--- config.mk ---
export PLATFORM = sky130hd
export DESIGN_NAME = minifloat_to_binary64_flat
export DESIGN_NICKNAME = d
export VERILOG_FILES = /design/src/rtl/mfb_pkg.sv /design/src/rtl/mfb_if.sv /design/src/rtl/minifloat_to_binary64.sv /design/src/rtl/mfb_split.sv /design/src/rtl/mfb_classify.sv /design/src/rtl/mfb_assemble.sv /design/src/flat_wrapper.sv
export SDC_FILE = /design/constraint.sdc
export NUM_CORES = 1
export LEC_CHECK = 0
export BUFFER_PORTS_ARGS = -buffer_cell sky130_fd_sc_hd__buf_4
export CAP_MARGIN = 40
export CORE_MARGIN = 1.5
export CORE_UTILIZATION = 47
export DETAILED_ROUTE_END_ITERATION = 6
export PLACE_DENSITY = 0.71
export SLEW_MARGIN = 20
export SYNTH_ARGS = -nofsm -noshare
export SYNTH_HDL_FRONTEND = slang
export SYNTH_SLANG_ARGS = --single-unit
--- constraint.sdc ---
create_clock -name clk_i -period 12.5 [get_ports clk_i]
set_input_delay 1.25 -clock clk_i [delete_from_list [all_inputs] [get_ports clk_i]]
set_output_delay 1.25 -clock clk_i [all_outputs]
set_load 0.005 [all_outputs]
--- src/rtl/mfb_pkg.sv ---
package mfb_pkg;

  localparam int unsigned MAX_EXP_WIDTH  = 11;
  localparam int unsigned MAX_FRAC_WIDTH = 52;

  localparam logic [63:0] QNAN64 = 64'h7FF8_0000_0000_0000;
  localparam logic [10:0] EXP64_ALL_ONES = 11'h7FF;

  localparam logic REG_EXP_BITS  = 1'b0;
  localparam logic REG_MANT_BITS = 1'b1;

  typedef enum logic [2:0] {
    CLS_NORMAL    = 3'd0,
    CLS_SUBNORMAL = 3'd1,
    CLS_ZERO      = 3'd2,
    CLS_INF       = 3'd3,
    CLS_NAN       = 3'd4
  } class_e;

  // after field split
  typedef struct packed {
    logic [51:0] frac;
    logic [11:0] hi;   // exponent and sign, right-aligned
  } split_t;

  // after classification
  typedef struct packed {
    class_e      cls;
    logic        sign;
    logic [10:0] ef;
    logic [51:0] frac;
    logic [5:0]  lead;
  } clsfy_t;

  function automatic logic [3:0] clamp_ew(input logic [3:0] v);
    if (v < 4'd2) return 4'd2;
    if (v > 4'(MAX_EXP_WIDTH)) return 4'(MAX_EXP_WIDTH);
    return v;
  endfunction

  function automatic logic [5:0] clamp_fw(input logic [5:0] v);
    if (v < 6'd1) return 6'd1;
    if (v > 6'(MAX_FRAC_WIDTH)) return 6'(MAX_FRAC_WIDTH);
    return v;
  endfunction

endpackage

--- src/rtl/mfb_if.sv ---
interface mfb_in_if;
  logic        valid;
  logic        ready;
  logic [63:0] raw_bits;
  modport source (output valid, output raw_bits, input ready);
  modport sink (input valid, input raw_bits, output ready);
endinterface

interface mfb_out_if;
  logic        valid;
  logic        ready;
  logic [63:0] value_bits;
  logic [2:0]  value_class;
  logic        sign_bit;
  modport source (output valid, output value_bits, output value_class, output sign_bit,
                  input ready);
  modport sink (input valid, input value_bits, input value_class, input sign_bit,
                output ready);
endinterface

--- src/rtl/minifloat_to_binary64.sv ---
// Converts packed floating-point words of a programmable format to binary64.
// Input channel in_i carries raw_bits: sign, exp_bits exponent bits and
// mant_bits fraction bits, right-aligned. Output channel out_o carries the
// binary64 pattern, the class code and the source sign.
// Format registers are written through cfg_we_i/cfg_idx_i/cfg_data_i
// (index 0 exp_bits, index 1 mant_bits). The user must write them only
// while no transaction is in flight; the block does not enforce this.
// Each transaction passes the split, classify and assemble register stages.
// Throughput: one transaction per cycle; the three stages advance together.
// Reset clears all stage valid bits and loads exp_bits 8, mant_bits 23.
// When the receiver stalls with a result waiting, the whole pipeline holds
// and in_i.ready drops; nothing is lost or repeated.
module minifloat_to_binary64 (
  input  logic          clk_i,
  input  logic          rst_ni,
  input  logic          cfg_we_i,
  input  logic          cfg_idx_i,
  input  logic [5:0]    cfg_data_i,
  mfb_in_if.sink        in_i,
  mfb_out_if.source     out_o
);
  logic [3:0]        exp_bits_q;
  logic [5:0]        mant_bits_q;
  logic [3:0]        ew;
  logic [5:0]        fw;
  logic              en;
  logic              v1, v2;
  mfb_pkg::split_t   s1;
  mfb_pkg::clsfy_t   s2;

  always_ff @(posedge clk_i or negedge rst_ni) begin
    if (!rst_ni) begin
      exp_bits_q  <= 4'd8;
      mant_bits_q <= 6'd23;
    end else if (cfg_we_i) begin
      if (cfg_idx_i == mfb_pkg::REG_EXP_BITS) exp_bits_q <= cfg_data_i[3:0];
      if (cfg_idx_i == mfb_pkg::REG_MANT_BITS) mant_bits_q <= cfg_data_i;
    end
  end

  assign ew = mfb_pkg::clamp_ew(exp_bits_q);
  assign fw = mfb_pkg::clamp_fw(mant_bits_q);

  // advance when the output slot is empty or being drained
  assign en         = !out_o.valid || out_o.ready;
  assign in_i.ready = en;

  mfb_split u_split (
    .clk_i, .rst_ni, .en_i(en), .valid_i(in_i.valid), .raw_i(in_i.raw_bits),
    .fw_i(fw), .valid_o(v1), .data_o(s1)
  );

  mfb_classify u_classify (
    .clk_i, .rst_ni, .en_i(en), .valid_i(v1), .data_i(s1), .ew_i(ew),
    .valid_o(v2), .data_o(s2)
  );

  mfb_assemble u_assemble (
    .clk_i, .rst_ni, .en_i(en), .valid_i(v2), .data_i(s2), .ew_i(ew), .fw_i(fw),
    .valid_o(out_o.valid), .bits_o(out_o.value_bits), .cls_o(out_o.value_class),
    .sign_o(out_o.sign_bit)
  );
endmodule

--- src/rtl/mfb_split.sv ---
module mfb_split (
  input  logic                clk_i,
  input  logic                rst_ni,
  input  logic                en_i,
  input  logic                valid_i,
  input  logic [63:0]         raw_i,
  input  logic [5:0]          fw_i,
  output logic                valid_o,
  output mfb_pkg::split_t     data_o
);
  logic              valid_q;
  mfb_pkg::split_t   data_d, data_q;
  logic [63:0]       shifted;

  always_comb begin
    shifted     = raw_i >> fw_i;
    data_d.frac = raw_i[51:0] & ({52{1'b1}} >> (6'd52 - fw_i));
    data_d.hi   = shifted[11:0];
  end

  always_ff @(posedge clk_i or negedge rst_ni) begin
    if (!rst_ni) begin
      valid_q <= 1'b0;
    end else if (en_i) begin
      valid_q <= valid_i;
    end
  end

  always_ff @(posedge clk_i) begin
    if (en_i) begin
      data_q <= data_d;
    end
  end

  assign valid_o = valid_q;
  assign data_o  = data_q;
endmodule

--- src/rtl/mfb_classify.sv ---
module mfb_classify (
  input  logic                clk_i,
  input  logic                rst_ni,
  input  logic                en_i,
  input  logic                valid_i,
  input  mfb_pkg::split_t     data_i,
  input  logic [3:0]          ew_i,
  output logic                valid_o,
  output mfb_pkg::clsfy_t     data_o
);
  logic              valid_q;
  mfb_pkg::clsfy_t   data_d, data_q;
  logic [10:0]       emask;

  always_comb begin
    emask       = mfb_pkg::EXP64_ALL_ONES >> (4'd11 - ew_i);
    data_d.ef   = data_i.hi[10:0] & emask;
    data_d.sign = data_i.hi[ew_i];
    data_d.frac = data_i.frac;
    // leading one of the fraction
    data_d.lead = '0;
    for (int k = 0; k < 52; k++) begin
      if (data_i.frac[k]) data_d.lead = 6'(k);
    end
    if (data_d.ef == emask) begin
      data_d.cls = (data_i.frac == '0) ? mfb_pkg::CLS_INF : mfb_pkg::CLS_NAN;
    end else if (data_d.ef == '0) begin
      data_d.cls = (data_i.frac == '0) ? mfb_pkg::CLS_ZERO : mfb_pkg::CLS_SUBNORMAL;
    end else begin
      data_d.cls = mfb_pkg::CLS_NORMAL;
    end
  end

  always_ff @(posedge clk_i or negedge rst_ni) begin
    if (!rst_ni) begin
      valid_q <= 1'b0;
    end else if (en_i) begin
      valid_q <= valid_i;
    end
  end

  always_ff @(posedge clk_i) begin
    if (en_i) begin
      data_q <= data_d;
    end
  end

  assign valid_o = valid_q;
  assign data_o  = data_q;
endmodule

--- src/rtl/mfb_assemble.sv ---
module mfb_assemble (
  input  logic                clk_i,
  input  logic                rst_ni,
  input  logic                en_i,
  input  logic                valid_i,
  input  mfb_pkg::clsfy_t     data_i,
  input  logic [3:0]          ew_i,
  input  logic [5:0]          fw_i,
  output logic                valid_o,
  output logic [63:0]         bits_o,
  output logic [2:0]          cls_o,
  output logic                sign_o
);
  logic        valid_q;
  logic [63:0] bits_d, bits_q;
  logic [2:0]  cls_q;
  logic        sign_q;
  logic [9:0]  bias;
  logic [11:0] num, den, sh;
  logic [63:0] frac_ext, shl;
  logic [5:0]  amt;

  always_comb begin
    bias     = 10'h3FF >> (4'd11 - ew_i);
    frac_ext = {12'b0, data_i.frac};
    num      = 12'(data_i.lead) + 12'd1024;
    den      = 12'(fw_i) + 12'(bias);
    sh       = 12'd1075 - den;
    // one shared left shifter picks its amount by class
    if (data_i.cls == mfb_pkg::CLS_NORMAL) begin
      amt = 6'd52 - fw_i;
    end else if (num > den) begin
      amt = 6'd52 - data_i.lead;
    end else begin
      amt = sh[5:0];
    end
    shl = frac_ext << amt;
    case (data_i.cls)
      mfb_pkg::CLS_NORMAL: begin
        bits_d = {data_i.sign, 11'({1'b0, data_i.ef} + 12'd1023 - 12'(bias)), shl[51:0]};
      end
      mfb_pkg::CLS_SUBNORMAL: begin
        if (num > den) begin
          bits_d = {data_i.sign, 11'(num - den), shl[51:0]};
        end else if (sh < 12'd64) begin
          bits_d = {data_i.sign, 11'b0, shl[51:0]};
        end else begin
          bits_d = {data_i.sign, 63'b0};
        end
      end
      mfb_pkg::CLS_ZERO: bits_d = {data_i.sign, 63'b0};
      mfb_pkg::CLS_INF:  bits_d = {data_i.sign, mfb_pkg::EXP64_ALL_ONES, 52'b0};
      default:           bits_d = mfb_pkg::QNAN64;
    endcase
  end

  always_ff @(posedge clk_i or negedge rst_ni) begin
    if (!rst_ni) begin
      valid_q <= 1'b0;
    end else if (en_i) begin
      valid_q <= valid_i;
    end
  end

  always_ff @(posedge clk_i) begin
    if (en_i) begin
      bits_q <= bits_d;
      cls_q  <= data_i.cls;
      sign_q <= data_i.sign;
    end
  end

  assign valid_o = valid_q;
  assign bits_o  = bits_q;
  assign cls_o   = cls_q;
  assign sign_o  = sign_q;
endmodule

--- src/flat_wrapper.sv ---
// flat-port wrapper written by rule: the top's interface ports become plain ports
module minifloat_to_binary64_flat 
  (clk_i, rst_ni, cfg_we_i, cfg_idx_i, cfg_data_i, in_i_valid, in_i_raw_bits, in_i_ready, out_o_valid, out_o_value_bits, out_o_value_class, out_o_sign_bit, out_o_ready);
  mfb_in_if in_i_i ();
  mfb_out_if out_o_i ();
  input  logic clk_i;
  input  logic rst_ni;
  input  logic cfg_we_i;
  input  logic cfg_idx_i;
  input  logic [5:0] cfg_data_i;
  input wire logic [$bits(in_i_i.valid)-1:0] in_i_valid;
  input wire logic [$bits(in_i_i.raw_bits)-1:0] in_i_raw_bits;
  output wire logic [$bits(in_i_i.ready)-1:0] in_i_ready;
  output wire logic [$bits(out_o_i.valid)-1:0] out_o_valid;
  output wire logic [$bits(out_o_i.value_bits)-1:0] out_o_value_bits;
  output wire logic [$bits(out_o_i.value_class)-1:0] out_o_value_class;
  output wire logic [$bits(out_o_i.sign_bit)-1:0] out_o_sign_bit;
  input wire logic [$bits(out_o_i.ready)-1:0] out_o_ready;
  assign in_i_i.valid = in_i_valid;
  assign in_i_i.raw_bits = in_i_raw_bits;
  assign in_i_ready = in_i_i.ready;
  assign out_o_valid = out_o_i.valid;
  assign out_o_value_bits = out_o_i.value_bits;
  assign out_o_value_class = out_o_i.value_class;
  assign out_o_sign_bit = out_o_i.sign_bit;
  assign out_o_i.ready = out_o_ready;
  minifloat_to_binary64 u_core (.clk_i(clk_i), .rst_ni(rst_ni), .cfg_we_i(cfg_we_i), .cfg_idx_i(cfg_idx_i), .cfg_data_i(cfg_data_i), .in_i(in_i_i), .out_o(out_o_i));
endmodule
==> impl_metrics.yaml, run 1 <==
run_status:
  outcome: "finished, final reports clean"
global_route:
  grtUsageTotal: 0.269
  grt_max_degree: 66
  antenna_found_initial: 1
  overflow: 0
  grt_pass1_wl_um: 76900
  first_global_vias: 13400
detailed_routing:
  vias: 14300
  first_pass_iters: 6
  route.detailed.drc: 0
  drt-wirelength-per-cell_um: 22.4
  ant_nets: 0
  drt_wl_total_um: 50200
  drtIter0Drc: 1467
  viasPerCell: 6.40
setup_path:
  path_class: "flip-flop to flip-flop"
  end_kind: "flip-flop"
  crit_required_ns: 12.78
  arrival_ns: 8.45
  startpoint_type: "flip-flop"
  critPathMaxFanout: 49
layout:
  syn2layout_area_growth_pct: 13.3
  layout-drive-gt1-share: 0.171
  num-fill-cells: 3071
  final_common_cell: "mux2i_1"
  utilization: 0.543
  n_antenna_cell: 0
  final_cell_mix: "mux2i_1 (207), edfxtp_1 (205), buf_4 (171)"
  final_nets: 1884
cts:
  cts_tree: "done"
  clkTransAtPathRegs_ns: 0.06
  cts_resized: 0
  ctsHoldBuffers: 0
  clk_latency_ns: 0.54
  clockBufferDepth: 3
  cts_root_buffer: "clkbuf_16"
  h-tree-depth: 1
  numCtsBuffers: 24
  cts_sinks: 218
  cts_setup_buffers: 0
synthesis:
  synth_top_area_frac: 0.370
  yosys.area.top_type: "edfxtp_1"
  synth_edf_count: 205
  synthFlopType: "edfxtp_1"
  synth_top_family_by_area: "compound AO/OA/AOI/OAI gates"
  synth-adder-area-share: 0.0314
  synth.yosys.seq_area_share: 0.390
  ys_warn_count: 0
  synth_nets: 1805
  synth_cells: 1689
  synth_compound_area_frac: 0.203
  synthesis.area_sq_um: 16600
  synthSimpleGateAreaFrac: 0.146
  ys_ff_latch: 218
  synth.avg_cell_area_sq_um: 9.85
  synth-xor-area-share: 0.0137
  muxShareOfSynthArea: 0.166
  async_flop_share: 0.0596
  synth_cell_type_count: 86
  yosys-top-cells-area: "edfxtp_1 (37%), mux2i_1 (12%), a21oi_1 (3.1%), nand2_1 (2.8%), ha_1 (2.8%)"
die:
  rows: 68
  dieHeight_um: 191
  start_util: 0.479
  io_pins: 146
  dieArea_sq_um: 36500
  chipWidth_um: 191
  coreArea_sq_um: 34700
timing:
  period_share: 0.654
  whs_ns: 0.457
  setup_tns_ns: 0
  worstMarginPinSlew_ns: 0.846
  slew_violations: 0
  max_freq_mhz: 122
  relSlewSlack: 0.436
  hold_violations: 0
  rsz0062_at_grt: "false"
  finClkSkew_ns: 0.0299
  finalCriticalPeriod_ns: 8.17
  setup_viol: 0
power_and_ir_drop:
  totalPowerFinal_mw: 5.29
  p_per_area_nw_per_um2: 281
  p_sw_frac: 0.467
  vdd_ir_drop_max_v: 0.000137
  p_seq_frac: 0.252
  p_int_mw: 2.82
  p_leak_nw: 7.78
  p_clk_frac: 0.130
  netSwitchingPower_mw: 2.47
  p_comb_frac: 0.618
worst_hold_path:
  hold_class: "flip-flop to flip-flop"
place:
  routabilityCongestion: 1.03
  place_hpwl_um: 38200
  numPortBuffers: 145
job:
  max_cap_viol_count: 0
state kept, by name, summed over array words and instances, names as in the netlist:
register,flops
u_core.u_split.valid_o,1
u_core.u_assemble.valid_o,1
u_core.u_classify.valid_o,1
u_core.u_classify.data_o,73
u_core.exp_bits_q,4
u_core.u_split.data_o,64
u_core.u_assemble.sign_o,1
u_core.u_assemble.cls_o,3
u_core.mant_bits_q,6
u_core.u_assemble.bits_o,64
layout make-up:
cell class / instances / area, sq um / share of cell area
clock buffer: 26 / 608 / 0.0323
clock inverter: 17 / 163 / 0.00863
inverter: 59 / 221 / 0.0118
multi-input combinational: 1287 / 9390 / 0.498
sequential: 218 / 6490 / 0.344
tap: 455 / 569 / 0.0302
timing repair buffer: 178 / 1400 / 0.0744
worst paths after layout:
| check | from | end | slack (ns) | depth (start not counted) |
|---|---|---|---|---|
| max | u_core.mant_bits_q[4] | u_core.u_assemble.bits_o[44] | 4.33 | 23 |
| min | u_core.u_classify.data_o[69] | u_core.u_assemble.sign_o | 0.46 | 0 |
| max reg2reg | u_core.mant_bits_q[4] | u_core.u_assemble.bits_o[44] | 4.33 | 23 |
| min reg2reg | u_core.u_classify.data_o[69] | u_core.u_assemble.sign_o | 0.46 | 0 |
| max in group asynchronous | rst_ni | u_core.mant_bits_q[4] | 11.70 | 1 |
| min in group asynchronous | rst_ni | u_core.exp_bits_q[2] | 0.56 | 1 |
metrics by stage:
stage | instances | setup slack (ns) | area (sq um)
final | 2240 | 4.33 | 18800
after global routing | 2240 | 4.01 | 18800
after CTS | 2237 | 4.31 | 18800
after detailed placement | 2194 | 4.31 | 18000
after global placement | 2188 | 4.58 | 17900
after floorplan | 1689 | 4.98 | 16600
critical path, stage by stage, from the launching register on:
cell and delay (ns):
dfstp_2 0.74, buf_4 0.41, nand2_1 0.17, o21ai_4 0.17, buf_4 0.59, inv_2 0.50
ha_1 0.46, a21o_1 0.19, a21oi_1 0.28, xor2_1 0.18, ha_1 0.41, o21ai_0 0.11
nor2_1 0.19, o221ai_1 0.16, or3_1 0.48, o31a_1 0.38, buf_4 0.26, o21ai_4 0.17
buf_4 0.48, mux2i_1 0.30, mux2i_1 0.24, mux4_2 0.56, and2_0 0.18, a221o_1 0.26
power by group through the flow:
stage	Clock, mW	Combinational (mW)	Sequential (mW)
floorplan	0	2.31	1.30
global placement	0	3.12	1.34
detailed placement	0	3.17	1.34
CTS	0.702	3.19	1.33
global route	0.728	3.50	1.36
finish	0.688	3.26	1.33
cell families (layout without fill, tap and decap cells):
family | after synthesis | in the layout
AOI/OAI and AO/OA | 492 | 492
xor gates and xnor gates | 26 | 26
adders and majority gates | 40 | 40
buffers and inverters | 184 | 280
DFF | 218 | 218
muxes | 254 | 254
other | 2 | 2
and+or+nand+nor | 473 | 473
cell usage after synthesis (all sizes together), types with 7 or more instances:
cell / count
o221ai: 16
xnor2: 19
a31oi: 18
o211ai: 63
ha: 37
a221oi: 8
mux2i: 208
clkbuf: 61
nor2b: 30
edfxtp: 205
o22ai: 11
dfrtp: 8
nor3: 20
and2: 41
a211o: 9
nor4b: 9
a21oi: 102
xor2: 7
buf: 64
a211oi: 52
a21o: 24
mux2: 34
nor2: 75
mux4: 12
and3: 42
inv: 57
nor4: 17
a21boi: 19
nand2b: 13
nand3: 72
o31ai: 26
nand2: 124
o21ai: 83
o211a: 7
o21bai: 10
layer usage:
layer  up-vias  wire length, um  GRT usage
met5         -               13          0
met4         2             1710     0.0953
met3       120             3840     0.0303
met2       763            22700      0.430
met1      6819            21900      0.379
li1       6642                -          -
Power figures use the tool's default switching activity.
==> run 2: changes to the inputs <==
Clock period 12.5 ns to 8.1 ns, I/O delays scaled along.
==> impl_metrics.yaml, run 2 (synthesis gave the netlist of run 1 again) <==
global_route:
  first_global_vias: 13400
  antenna_found_initial: 0
  overflow: 0
  grt_pass1_wl_um: 78700
  grtUsageTotal: 0.278
  grt_max_degree: 66
detailed_routing:
  wl_met2_um: 23300
  viasPerCell: 6.34
  vias: 14300
  drt-wirelength-per-cell_um: 22.8
  route.detailed.drc: 0
  highest_layer: "met4"
  drt_wl_total_um: 51300
  drtIter0Drc: 1411
  wl_met3_um: 3420
  first_pass_iters: 5
  wl_met1_um: 22900
  ant_nets: 0
cts:
  clockBufferDepth: 3
  ctsHoldBuffers: 0
  numCtsBuffers: 23
  clk_latency_ns: 0.53
  cts_resized: 0
  h-tree-depth: 1
  cts_setup_buffers: 0
  cts_sinks: 218
  clkTransAtPathRegs_ns: 0.06
  cts_tree: "done"
  cts_root_buffer: "clkbuf_16"
die:
  start_util: 0.479
  coreArea_sq_um: 34700
  chipWidth_um: 191
  io_pins: 146
  dieHeight_um: 191
  rows: 68
  dieArea_sq_um: 36500
place:
  routabilityCongestion: 1.02
  numPortBuffers: 145
  place_hpwl_um: 39900
  dp_slack_ns: 1.26
  dpl_cell_area_sq_um: 18100
timing:
  max_freq_mhz: 145
  period_share: 0.852
  finClkSkew_ns: 0.0163
  rsz0062_at_grt: "false"
  worstMarginPinSlew_ns: 0.868
  setup_viol: 0
  setup_tns_ns: 0
  fin_ws_ns: 1.20
  slew_violations: 0
  finalCriticalPeriod_ns: 6.90
  hold_violations: 0
  relSlewSlack: 0.415
setup_path:
  cp_num_buf_inv: 3
  critPathMaxFanout: 49
  critPathSlowestCell: "a311o_1"
  worstPathCellList: "buf_4, nor2_1, a21oi_1, o21ai_4, ha_1, inv_1, fa_1, nand2b_1, a21oi_1, a21o_1, ha_1, o21ai_0, nor2_1, o221ai_1, or3_1, a311o_1, nor2_2, buf_4, and3_1, a211oi_1, a211oi_1, a211oi_1, or4_1"
  regToRegSetupSlack_ns: 1.20
  arrival_ns: 7.16
  path_common_cell: "a211oi_1"
  worstRegToRegCells: 23
  end_kind: "flip-flop"
  path_class: "flip-flop to flip-flop"
  crit_cells: 23
  slowest_delay_ns: 0.56
  reg2reg_to: "u_core.u_assemble.bits_o[49]"
  crit_required_ns: 8.36
  crit_family: "compound AO/OA/AOI/OAI gates"
  cp-startpoint: "u_core.mant_bits_q[4]"
  r2r_start: "u_core.mant_bits_q[4]"
  startpoint_type: "flip-flop"
job:
  max_cap_viol_count: 0
layout:
  layout-drive-gt1-share: 0.175
  final_common_cell: "mux2i_1"
  syn2layout_area_growth_pct: 13.3
  largest_reg_flops: 73
  final_cell_mix: "mux2i_1 (207), edfxtp_1 (205), buf_4 (188)"
  final_nets: 1894
  fin_area_sq_um: 18900
  n_antenna_cell: 0
worst_hold_path:
  hold_class: "input pin to asynchronous set/reset pin"
run_status:
  outcome: "finished, final reports clean"
power_and_ir_drop:
  vdd_ir_drop_max_v: 0.000314
  p_leak_nw: 7.81
  p_per_area_nw_per_um2: 437
## run 2: how the worst max path moves through the flow
stage | slack [ns] | to
after floorplan | 1.38 | u_core.u_classify.valid_o
after global placement | 1.39 | u_core.u_assemble.bits_o[49]
after detailed placement | 1.26 | u_core.u_assemble.bits_o[49]
after CTS | 1.24 | u_core.u_assemble.bits_o[49]
after global routing | 0.78 | u_core.u_assemble.bits_o[49]
final | 1.20 | u_core.u_assemble.bits_o[49]
## run 2: per-layer routing
layer | vias to the layer above | GRT usage
met3 | 103 | 0.0220
li1 | 6664 | -
met2 | 670 | 0.443
met4 | 0 | 0.0925
met5 | - | 0
met1 | 6818 | 0.398
## run 2: report_power, final
| group | internal (mW) | switching, mW | total, mW |
|---|---|---|---|
| combinational | 2.00 | 3.14 | 5.14 |
| clock | 0.621 | 0.436 | 1.06 |
| sequential | 1.78 | 0.272 | 2.05 |
## run 2: metrics by stage
| stage | util | hold slack (ns) | cells | power, mW |
|---|---|---|---|---|
| floorplan | - | 0.418 | 1689 | 5.57 |
| global placement | 0.520 | 0.436 | 2203 | 7.01 |
| detailed placement | 0.521 | 0.448 | 2207 | 7.06 |
| CTS | 0.542 | 0.115 | 2249 | 8.13 |
| global route | 0.543 | 0.130 | 2250 | 8.73 |
| finish | 0.543 | 0.124 | 2250 | 8.24 |
## run 2: worst reg2reg max path: stages, from the launching register on
cell and delay [ns]:
dfstp_2 0.53, buf_4 0.45, nor2_1 0.11, a21oi_1 0.26, o21ai_4 0.07, ha_1 0.23, inv_1 0.09, fa_1 0.22
nand2b_1 0.23, a21oi_1 0.14, a21o_1 0.25, ha_1 0.37, o21ai_0 0.10, nor2_1 0.17, o221ai_1 0.17, or3_1 0.48
a311o_1 0.56, nor2_2 0.49, buf_4 0.35, and3_1 0.23, a211oi_1 0.08, a211oi_1 0.55, a211oi_1 0.09, or4_1 0.44
## run 2: final cells by class
cell class / instances / area (sq um)
repair buffers: 189 / 1440
fillers: 3069 / 15900
multi-input cells: 1287 / 9390
well taps: 455 / 569
clock inverters: 14 / 154
clock buffers: 28 / 594
inverters: 59 / 221
flip-flops and latches: 218 / 6490
